File: src/hw/rtl/hcgt_pkg.sv
// shared constants and the log2 mantissa table for the heavy compression gain tracker
`timescale 1ns / 1ps

package hcgt_pkg;

  localparam int MANT_W = 4;
  localparam int EXPONENT_BITS = 4;

  localparam int PEAK_W  = 17;
  localparam int DCODE_W = 5;
  localparam int LEVEL_W = 15;
  localparam int STEP_W  = 12;
  localparam int GAIN_W  = 17;
  localparam int CODE_W  = 8;
  localparam int WIDE_W  = 18;
  localparam int PROD_W  = 39;
  localparam int XW      = PROD_W - 32;

  localparam int IN_DATA_W  = 24;
  localparam int OUT_DATA_W = 32;
  localparam int CFG_ADDR_W = 4;
  localparam int CFG_DATA_W = 32;

  typedef enum logic [1:0] {
    REG_DIALOGUE_TARGET = 2'd0,
    REG_PEAK_CEILING    = 2'd1,
    REG_RELEASE_STEP    = 2'd2
  } reg_idx_t;

  localparam logic signed [LEVEL_W-1:0] DIALOGUE_TARGET_RST = -15'sd5120;
  localparam logic signed [LEVEL_W-1:0] PEAK_CEILING_RST    = 15'sd0;
  localparam logic [STEP_W-1:0]         RELEASE_STEP_RST    = 12'd26;

  localparam logic signed [GAIN_W-1:0] GAIN_MIN = -17'sd65536;
  localparam logic signed [GAIN_W-1:0] GAIN_MAX = 17'sd65535;

  localparam logic signed [PROD_W-1:0] DB_TO_LOG2_Q16 = 39'sd2786635;

  localparam int MANT_MAX = (1 << MANT_W) - 1;
  localparam int TAB_SHIFT = 5 - MANT_W;
  localparam logic signed [XW-1:0] X_LO = XW'(-(1 << (EXPONENT_BITS - 1)));
  localparam logic signed [XW-1:0] X_HI = XW'((1 << (EXPONENT_BITS - 1)) - 1);

  typedef logic [15:0] log2_tab_t [32];

  localparam log2_tab_t LOG2_Q16 = '{
    16'd0,     16'd2910,  16'd5732,  16'd8473,  16'd11137, 16'd13727, 16'd16249, 16'd18705,
    16'd21098, 16'd23433, 16'd25711, 16'd27936, 16'd30110, 16'd32235, 16'd34313, 16'd36346,
    16'd38337, 16'd40286, 16'd42196, 16'd44069, 16'd45905, 16'd47706, 16'd49473, 16'd51208,
    16'd52911, 16'd54585, 16'd56229, 16'd57845, 16'd59434, 16'd60997, 16'd62535, 16'd64048
  };

  function automatic logic signed [GAIN_W-1:0] sat_gain(input logic signed [WIDE_W-1:0] v);
    logic signed [GAIN_W-1:0] r;
    if (v < WIDE_W'(GAIN_MIN)) begin
      r = GAIN_MIN;
    end else if (v > WIDE_W'(GAIN_MAX)) begin
      r = GAIN_MAX;
    end else begin
      r = v[GAIN_W-1:0];
    end
    return r;
  endfunction

endpackage

File: src/hw/rtl/heavy_compression_gain_tracker.sv
// heavy compression gain tracker: target gain, release smoothing and compr code encoding
// data path: each input transfer passes through the input, gain, product and
// output registers; the held gain recurrence is a single registered loop
// throughput: one item per cycle unless out_tready stalls the pipeline
// reset: synchronous active-low rst_n clears the pipeline valids, held gain and
// primed flag, and loads the configuration register defaults
`timescale 1ns / 1ps

module heavy_compression_gain_tracker (
  input  logic                                clk,
  input  logic                                rst_n,
  input  logic                                in_tvalid,
  output logic                                in_tready,
  // peak_level [16:0], dialogue_code [21:17]
  input  logic [hcgt_pkg::IN_DATA_W-1:0]      in_tdata,
  output logic                                out_tvalid,
  input  logic                                out_tready,
  // gain_code [7:0], held_gain [24:8]
  output logic [hcgt_pkg::OUT_DATA_W-1:0]     out_tdata,
  input  logic                                cfg_psel,
  input  logic                                cfg_penable,
  input  logic                                cfg_pwrite,
  input  logic [hcgt_pkg::CFG_ADDR_W-1:0]     cfg_paddr,
  input  logic [hcgt_pkg::CFG_DATA_W-1:0]     cfg_pwdata,
  output logic [hcgt_pkg::CFG_DATA_W-1:0]     cfg_prdata,
  output logic                                cfg_pready
);
  import hcgt_pkg::*;

  // configuration registers
  logic signed [LEVEL_W-1:0] dialogue_target_r;
  logic signed [LEVEL_W-1:0] peak_ceiling_r;
  logic [STEP_W-1:0]         release_step_r;
  logic                      cfg_wr;
  reg_idx_t                  cfg_idx;

  assign cfg_pready = 1'b1;
  assign cfg_wr     = cfg_psel && cfg_penable && cfg_pwrite && cfg_pready;
  assign cfg_idx    = reg_idx_t'(cfg_paddr[3:2]);

  always_ff @(posedge clk) begin
    if (!rst_n) begin
      dialogue_target_r <= DIALOGUE_TARGET_RST;
      peak_ceiling_r    <= PEAK_CEILING_RST;
      release_step_r    <= RELEASE_STEP_RST;
    end else if (cfg_wr) begin
      unique case (cfg_idx)
        REG_DIALOGUE_TARGET: dialogue_target_r <= cfg_pwdata[LEVEL_W-1:0];
        REG_PEAK_CEILING:    peak_ceiling_r    <= cfg_pwdata[LEVEL_W-1:0];
        REG_RELEASE_STEP:    release_step_r    <= cfg_pwdata[STEP_W-1:0];
        default: ;
      endcase
    end
  end

  always_comb begin
    unique case (cfg_idx)
      REG_DIALOGUE_TARGET: cfg_prdata = CFG_DATA_W'(dialogue_target_r);
      REG_PEAK_CEILING:    cfg_prdata = CFG_DATA_W'(peak_ceiling_r);
      REG_RELEASE_STEP:    cfg_prdata = CFG_DATA_W'(release_step_r);
      default:             cfg_prdata = '0;
    endcase
  end

  // pipeline control
  logic s0_valid_r, s1_valid_r, s2_valid_r, out_valid_r;
  logic adv1, adv2, adv3, in_xfer;

  assign adv3      = s2_valid_r && (!out_valid_r || out_tready);
  assign adv2      = s1_valid_r && (!s2_valid_r || adv3);
  assign adv1      = s0_valid_r && (!s1_valid_r || adv2);
  assign in_tready = !s0_valid_r || adv1;
  assign in_xfer   = in_tvalid && in_tready;

  always_ff @(posedge clk) begin
    if (!rst_n) begin
      s0_valid_r  <= 1'b0;
      s1_valid_r  <= 1'b0;
      s2_valid_r  <= 1'b0;
      out_valid_r <= 1'b0;
    end else begin
      if (in_tready) s0_valid_r <= in_tvalid;
      if (!s1_valid_r || adv2) s1_valid_r <= adv1;
      if (!s2_valid_r || adv3) s2_valid_r <= adv2;
      if (!out_valid_r || out_tready) out_valid_r <= adv3;
    end
  end

  // input register
  logic signed [PEAK_W-1:0] peak_r;
  logic [DCODE_W-1:0]       dcode_r;

  always_ff @(posedge clk) begin
    if (in_xfer) begin
      peak_r  <= in_tdata[PEAK_W-1:0];
      dcode_r <= in_tdata[PEAK_W+DCODE_W-1:PEAK_W];
    end
  end

  // gain update
  logic signed [GAIN_W-1:0] gain_level_r, gain_nxt;
  logic                     primed_r;
  logic signed [WIDE_W-1:0] makeup, allowed, target, gain_ext, up;

  always_comb begin
    makeup   = $signed({5'b0, dcode_r, 8'b0}) + WIDE_W'(dialogue_target_r);
    allowed  = WIDE_W'(peak_ceiling_r) - WIDE_W'(peak_r);
    target   = (makeup < allowed) ? makeup : allowed;
    gain_ext = WIDE_W'(gain_level_r);
    up       = gain_ext + $signed({6'b0, release_step_r});
    if (!primed_r || target <= gain_ext) begin
      gain_nxt = sat_gain(target);
    end else begin
      gain_nxt = sat_gain((target < up) ? target : up);
    end
  end

  always_ff @(posedge clk) begin
    if (!rst_n) begin
      gain_level_r <= '0;
      primed_r     <= 1'b0;
    end else if (adv1) begin
      gain_level_r <= gain_nxt;
      primed_r     <= 1'b1;
    end
  end

  // db to log2 product
  logic signed [GAIN_W-1:0] s1_gain_r, s2_gain_r;
  logic signed [PROD_W-1:0] s2_prod_r, prod_nxt, gain_wide;

  always_ff @(posedge clk) begin
    if (adv1) s1_gain_r <= gain_nxt;
  end

  assign gain_wide = PROD_W'(s1_gain_r);
  assign prod_nxt  = gain_wide * DB_TO_LOG2_Q16;

  always_ff @(posedge clk) begin
    if (adv2) begin
      s2_prod_r <= prod_nxt;
      s2_gain_r <= s1_gain_r;
    end
  end

  // code encoding
  logic signed [XW-1:0]       x_raw;
  logic [15:0]                frac;
  logic [MANT_W-1:0]          mant;
  logic [EXPONENT_BITS-1:0]   expo;
  logic [CODE_W-1:0]          code_nxt;

  assign x_raw = s2_prod_r[PROD_W-1:32];
  assign frac  = s2_prod_r[31:16];

  always_comb begin
    mant = '0;
    for (int k = 1; k <= MANT_MAX; k++) begin
      if (frac >= LOG2_Q16[5'(k << TAB_SHIFT)]) mant = MANT_W'(k);
    end
    expo = x_raw[EXPONENT_BITS-1:0];
    if (x_raw < X_LO) begin
      expo = X_LO[EXPONENT_BITS-1:0];
      mant = '0;
    end else if (x_raw > X_HI) begin
      expo = X_HI[EXPONENT_BITS-1:0];
      mant = '1;
    end
    code_nxt = CODE_W'({expo, mant});
  end

  // output register
  logic [CODE_W-1:0]        code_r;
  logic signed [GAIN_W-1:0] out_gain_r;

  always_ff @(posedge clk) begin
    if (adv3) begin
      code_r     <= code_nxt;
      out_gain_r <= s2_gain_r;
    end
  end

  assign out_tvalid = out_valid_r;
  assign out_tdata  = {{(OUT_DATA_W - CODE_W - GAIN_W){1'b0}}, out_gain_r, code_r};

  // checks
  a_primed_sticky: assert property (@(posedge clk) disable iff (!rst_n)
    primed_r |=> primed_r)
    else $error("primed flag dropped");

  a_rise_bounded: assert property (@(posedge clk) disable iff (!rst_n)
    (adv1 && primed_r) |-> (WIDE_W'(gain_nxt) <= up || gain_nxt == GAIN_MIN))
    else $error("held gain rose by more than the release step");

  a_full_stall: assert property (@(posedge clk) disable iff (!rst_n)
    (s0_valid_r && s1_valid_r && s2_valid_r && out_valid_r && !out_tready) |-> !in_tready)
    else $error("input taken while pipeline is full and stalled");

endmodule
File: config.mk
export PLATFORM = sky130hd
export DESIGN_NAME = heavy_compression_gain_tracker
export DESIGN_NICKNAME = d
export VERILOG_FILES = /design/src/hw/rtl/hcgt_pkg.sv /design/src/hw/rtl/heavy_compression_gain_tracker.sv
export SDC_FILE = /design/constraint.sdc
export NUM_CORES = 1
export LEC_CHECK = 0
export BUFFER_PORTS_ARGS = -buffer_cell sky130_fd_sc_hd__buf_2
export CORE_ASPECT_RATIO = 0.75
export CORE_MARGIN = 2
export CORE_UTILIZATION = 30
export DETAILED_ROUTE_END_ITERATION = 8
export MAX_ROUTING_LAYER = met4
export SYNTH_ARGS = -nofsm -noshare
export SYNTH_HDL_FRONTEND = slang
export SYNTH_SLANG_ARGS = --single-unit
File: constraint.sdc
create_clock -name clk -period 9 [get_ports clk]
set_input_delay 0.45 -clock clk [delete_from_list [all_inputs] [get_ports clk]]
set_output_delay 0.45 -clock clk [all_outputs]
set_load 0.03 [all_outputs]
Yosys cells after proc, flatten, opt, wreduce, memory -nomap -nowiden
Cells that the tools add are included.
- $mul: 1
- reduce and logical (&&, ||, !) cells: 20
- equal/unequal tests: 2
- magnitude comparators: 16
- mux-type cells: 17
- $add $sub $neg: 3
- operators by type and width (cell ; count):
    $pmux 32 s3 ; 1
    $mux 17 ; 5
    $ge 16x15->1 const B ; 3
    $mul 17x23->39 const B ; 1
    $gt 18x17->1 const B ; 2
    $lt 18x17->1 const B ; 2
    $mux 18 ; 2
    $ge 16x14->1 const B ; 2
    $mux 4 ; 8
    $add 17x13->18 ; 1
    $le 18x17->1 ; 1
    $lt 16x18->1 ; 1
    $lt 18x18->1 ; 1
    $sub 15x17->18 ; 1
    $add 14x15->16 ; 1
    $ge 16x13->1 const B ; 1
    $ge 16x16->1 const B ; 1
    $gt 7x4->1 const B ; 1
    $lt 7x4->1 const B ; 1
    $logic_and 1x1->1 ; 6
    $reduce_and 2->1 ; 3
    $logic_not 1->1 ; 5
    $logic_or 1x1->1 ; 5
    $eq 2x1->1 const B ; 1
    other kinds (3) ; 3
- register bits: 184
- logic and storage cells: 75
- output and inout port bits: 67
- input port bits: 67

Logic depth before layout (Yosys ltp)
- depth after elaboration: 9
- depth in mapped cells: 35
- mapped depth without buffers: 33

Worst setup path before layout
No wires, ideal clock.
- kind: register -> register
- start point: register peak_ceiling_r[0]
- end point: register s1_gain_r[15], data pin
- path buffers: 2
- path slack: 2054 ps
- data required time: 8738 ps
- stages on the path, launching flop included: 34
- setup time: 262 ps
- clock period less this slack: 6946 ps
- arrival: 6684 ps
- cell sequence: dfxtp_1 > inv_1 > ha_1 > inv_1 > fa_1 > a211o_1 > a21oi_1 > o21bai_1 > a221oi_1 > o21ai_0 > xnor2_1 > ha_1 > a31oi_1 > a21oi_1 > and2_1 > a21boi_2 > nor3_2 > clkbuf_1 > nand2_1 > o31ai_1 > ha_1 > a21o_1 > a21o_1 > a21o_1 > a21o_1 > a21o_1 > a2111oi_0 > o211ai_1 > o211ai_1 > a31oi_2 > nand3_1 > clkbuf_1 > a21oi_1 > or2_2
- cells in the longest elaborated chain, start to end: 9
- elaborated cells on any way between the ends: 16
- classes of those cells: add/sub (1); order compare (7); mux (7); reduce/logical (1)
- ends and longest elaborated chain (element ; line ; text):
    from (decl) ; heavy_compression_gain_tracker.sv:32 ; logic signed [LEVEL_W-1:0] peak_ceiling_r;
    from (signal assigned) ; heavy_compression_gain_tracker.sv:49 ; REG_PEAK_CEILING: peak_ceiling_r <= cfg_pwdata[LEVEL_W-1:0];
    $sub 15x17->18 (*) ; heavy_compression_gain_tracker.sv:107 ; allowed = WIDE_W'(peak_ceiling_r) - WIDE_W'(peak_r);
    $lt 16x18->1 ; heavy_compression_gain_tracker.sv:108 ; target = (makeup < allowed) ? makeup : allowed;
    $mux 18 (*) ; heavy_compression_gain_tracker.sv:108 ;
    $lt 18x18->1 ; heavy_compression_gain_tracker.sv:114 ; gain_nxt = sat_gain((target < up) ? target : up);
    $mux 18 ; heavy_compression_gain_tracker.sv:114 ;
    $gt 18x17->1 ; hcgt_pkg.sv:57 ; end else if (v > WIDE_W'(GAIN_MAX)) begin
    $mux 17 ; hcgt_pkg.sv:57 ;
    $mux 17 ; hcgt_pkg.sv:55 ; if (v < WIDE_W'(GAIN_MIN)) begin
    $mux 17 (*) ; heavy_compression_gain_tracker.sv:111 ; if (!primed_r || target <= gain_ext) begin
    net gain_nxt[15] ; heavy_compression_gain_tracker.sv:101 ; logic signed [GAIN_W-1:0] gain_level_r, gain_nxt;
    to (signal assigned) ; heavy_compression_gain_tracker.sv:133 ; if (adv1) s1_gain_r <= gain_nxt;
    to (decl) ; heavy_compression_gain_tracker.sv:129 ; logic signed [GAIN_W-1:0] s1_gain_r, s2_gain_r;
Mark *: on every way through the listed nets, which the timed path passes. The rest lies on a longest branch.
A chain may end at the register's enable or synchronous reset.

Worst setup path in the final report
- start point: register peak_ceiling_r[0]
- end point: register s1_gain_r[10], data pin
The elaborated chain is that of the path after synthesis.

==> run metrics <==
Hold Crit Depth=1; largest net degree at the start of global routing=66; mean routed wirelength per cell=16.12 um; via count=11413; HP Start=in_tdata[3]; slowest library cell on the worst path=xnor2_2; Skew-Pair Late Insertion Delay=0.46 ns; ant diodes=0; register area share after synthesis=0.2844; Yosys reg bits=168; Fmax=123.9 MHz; synthesized area=0.01549 sq mm; cells after synthesis=1585; number of setup violations in the final report=0; FFs w/ async S/R, synth=0; max-cap violations=0; crit path max fanout=14; pre-CTS WS=0.9277 ns; Die Span Y=200.8 um; setup TNS=0 ns; total CTS buffers=17; Total GRT Usage=0.1499; Placer Congestion=0.9437; WL final=37.80 mm; Yosys Warn Count=0; Crit. End Element=register; clock skew=0.009841 ns; area of the core=0.05126 sq mm; initial drt markers=835; cts-stage hold buffer count=0; Worst-Margin Slew=1.184 ns; fillers=5121; vias per inst=4.867; synth top area cells=edfxtp_1 (20%), ha_1 (20%), fa_1 (13%); leading area contributor after synthesis=edfxtp_1; RSZ-0062 raised after global routing=no; Die W=266.4 um; cell depth of the worst flop-to-flop path=32; Tcrit/Tclk final=0.8965; Synth cell types=78; vias in the first global route=11677; post-cts sizing count=0; dpl hpwl=30.10 mm; Pre-antenna DRT Iters=5; post-CTS setup repair buffer count=0; Yosys top cell area share=0.2017; relative slew slack=0.2107; register-to-register path setup slack=0.93 ns; Final min period=8.068 ns; io pins=134; leading cell type in the layout, fill and taps excluded=ha_1; Reg clk slew, reported paths=0.07 ns; Mapped Avg Cell Area=9.770 sq um; H-tree level count=4; number of synthesized flops with an enable pin=104; WS Path Type=reg2reg; starting density of the core=0.3021; post-route setup slack=0.9318 ns; Critical Path Max Stage Delay=0.86 ns; Slew Limit Fails=0; DRT antenna net count=0; R2R Path End=s1_gain_r[10]; most frequent cells in the layout=ha_1 (242), inv_1 (223), nand2_1 (146), edfxtp_1 (104), buf_2 (104); Crit Reg-Reg Startpoint=peak_ceiling_r[0]; ys flop type=edfxtp_1; clk sinks=168; Critical Path RT=9.18 ns; share of layout cells above drive strength 1=0.1066; Hold Fails Final Rpt=0; Die ar.=0.05347 sq mm; # rows=72; clock root cell=clkbuf_16; grt total ovfl=0; Hold Path Sink=peak_r[3]; DR DRC count=0; CTS tree=built; final net count=2072; P&R area growth vs syn=11.42%; crit path DAT=8.25 ns; antenna violations before repair=0; Port Buf Inserts=104; status=finished clean; worst min path class=in2reg; CTS Buffer Depth=2; first-pass GRT wire length=61.55 mm; CP startpoint kind=register
==> routing by layer <==
metal  wire length (um)  vias up  track usage
met3               1851       26      0.02637
li1                   -     5661            -
met1              18880     5441       0.2071
met2              16690      285       0.2303
met5                  0        -            -
met4                378        0      0.03030
==> per-stage QoR <==
step                hold WS [ns]    util  instance area [sq um]  std cells
floorplan                 0.4003       -                  15510       1591
global placement          0.4049  0.3251                  16660       2313
detailed placement        0.4045  0.3251                  16660       2313
CTS                       0.1306  0.3366                  17260       2345
global route              0.1351  0.3366                  17260       2345
finish                    0.1580  0.3366                  17260       2345
==> sequential cells by signal, summed over array words and instances, names as in the netlist, 5 cells and up <==
name	flops
dialogue_target_r	15
out_gain_r	17
code_r	8
s2_prod_r	23
s2_gain_r	17
gain_level_r	17
s1_gain_r	17
dcode_r	5
release_step_r	12
peak_ceiling_r	15
peak_r	17
==> critical path: cells and delay by family (launching register included) <==
kind / cells / cell delay, ns
and+or+nand+nor: 8 / 1.56
AOI/OAI and AO/OA: 12 / 2.47
xor gates and xnor gates: 2 / 1.16
muxes: 1 / 0.09
buffers and inverters: 5 / 0.81
DFF: 1 / 0.33
adders and majority gates: 4 / 1.36
==> worst max-delay path by stage <==
stage,startpoint,end,slack (ns)
global placement,peak_ceiling_r[0],s1_gain_r[9],1.06
CTS,peak_ceiling_r[0],s1_gain_r[11],0.93
floorplan,peak_ceiling_r[0],s1_gain_r[15],2.05
global route,peak_ceiling_r[0],s1_gain_r[11],0.26
detailed placement,peak_ceiling_r[0],s1_gain_r[11],0.93
finish,peak_ceiling_r[0],s1_gain_r[10],0.93
==> final cells by class <==
type                            instances  area [sq um]  share of cell area
Multi-Input combinational cell       1138          9962              0.5773
Sequential cell                       168          4404              0.2552
Inverter                              223         837.1             0.04851
Tap cell                              666         833.3             0.04829
Timing Repair Buffer                  118         625.6             0.03626
Clock buffer                           18         429.2             0.02487
Clock inverter                         14         163.9            0.009499
==> cells in the mapped netlist (all sizes together) (5+ instances only) <==
cell,number
o22ai,8
nor2b,12
o21a,14
o21bai,13
nand4,16
ha,242
nor2,67
inv,223
and3,10
a22oi,6
mux2i,30
buf,30
o221a,10
a32oi,5
dfxtp,64
nor3,17
a21o,42
a21oi,74
nand2,146
mux2,5
clkbuf,32
or2,15
o211ai,9
xnor2,36
nand3,21
xor2,22
a21boi,39
nor4,7
a211oi,8
and2,12
nand2b,12
a31oi,16
o21ai,59
fa,97
edfxtp,104
==> logic make-up (layout without fill, tap and decap cells) <==
group / count (synthesis) / in the layout / synth area share
DFF: 168 / 168 / 0.2844
xor gates and xnor gates: 58 / 58 / 0.03280
AOI/OAI and AO/OA: 343 / 343 / 0.1533
adders and majority gates: 343 / 343 / 0.3235
and+or+nand+nor: 351 / 351 / 0.1062
buffers and inverters: 285 / 373 / 0.07562
other: 2 / 8 / 0.0004850
muxes: 35 / 35 / 0.02375
Power is left out: the tool's default activity adds up to more than one toggle a clock period on the data nets, which glitch-free logic cannot reach.
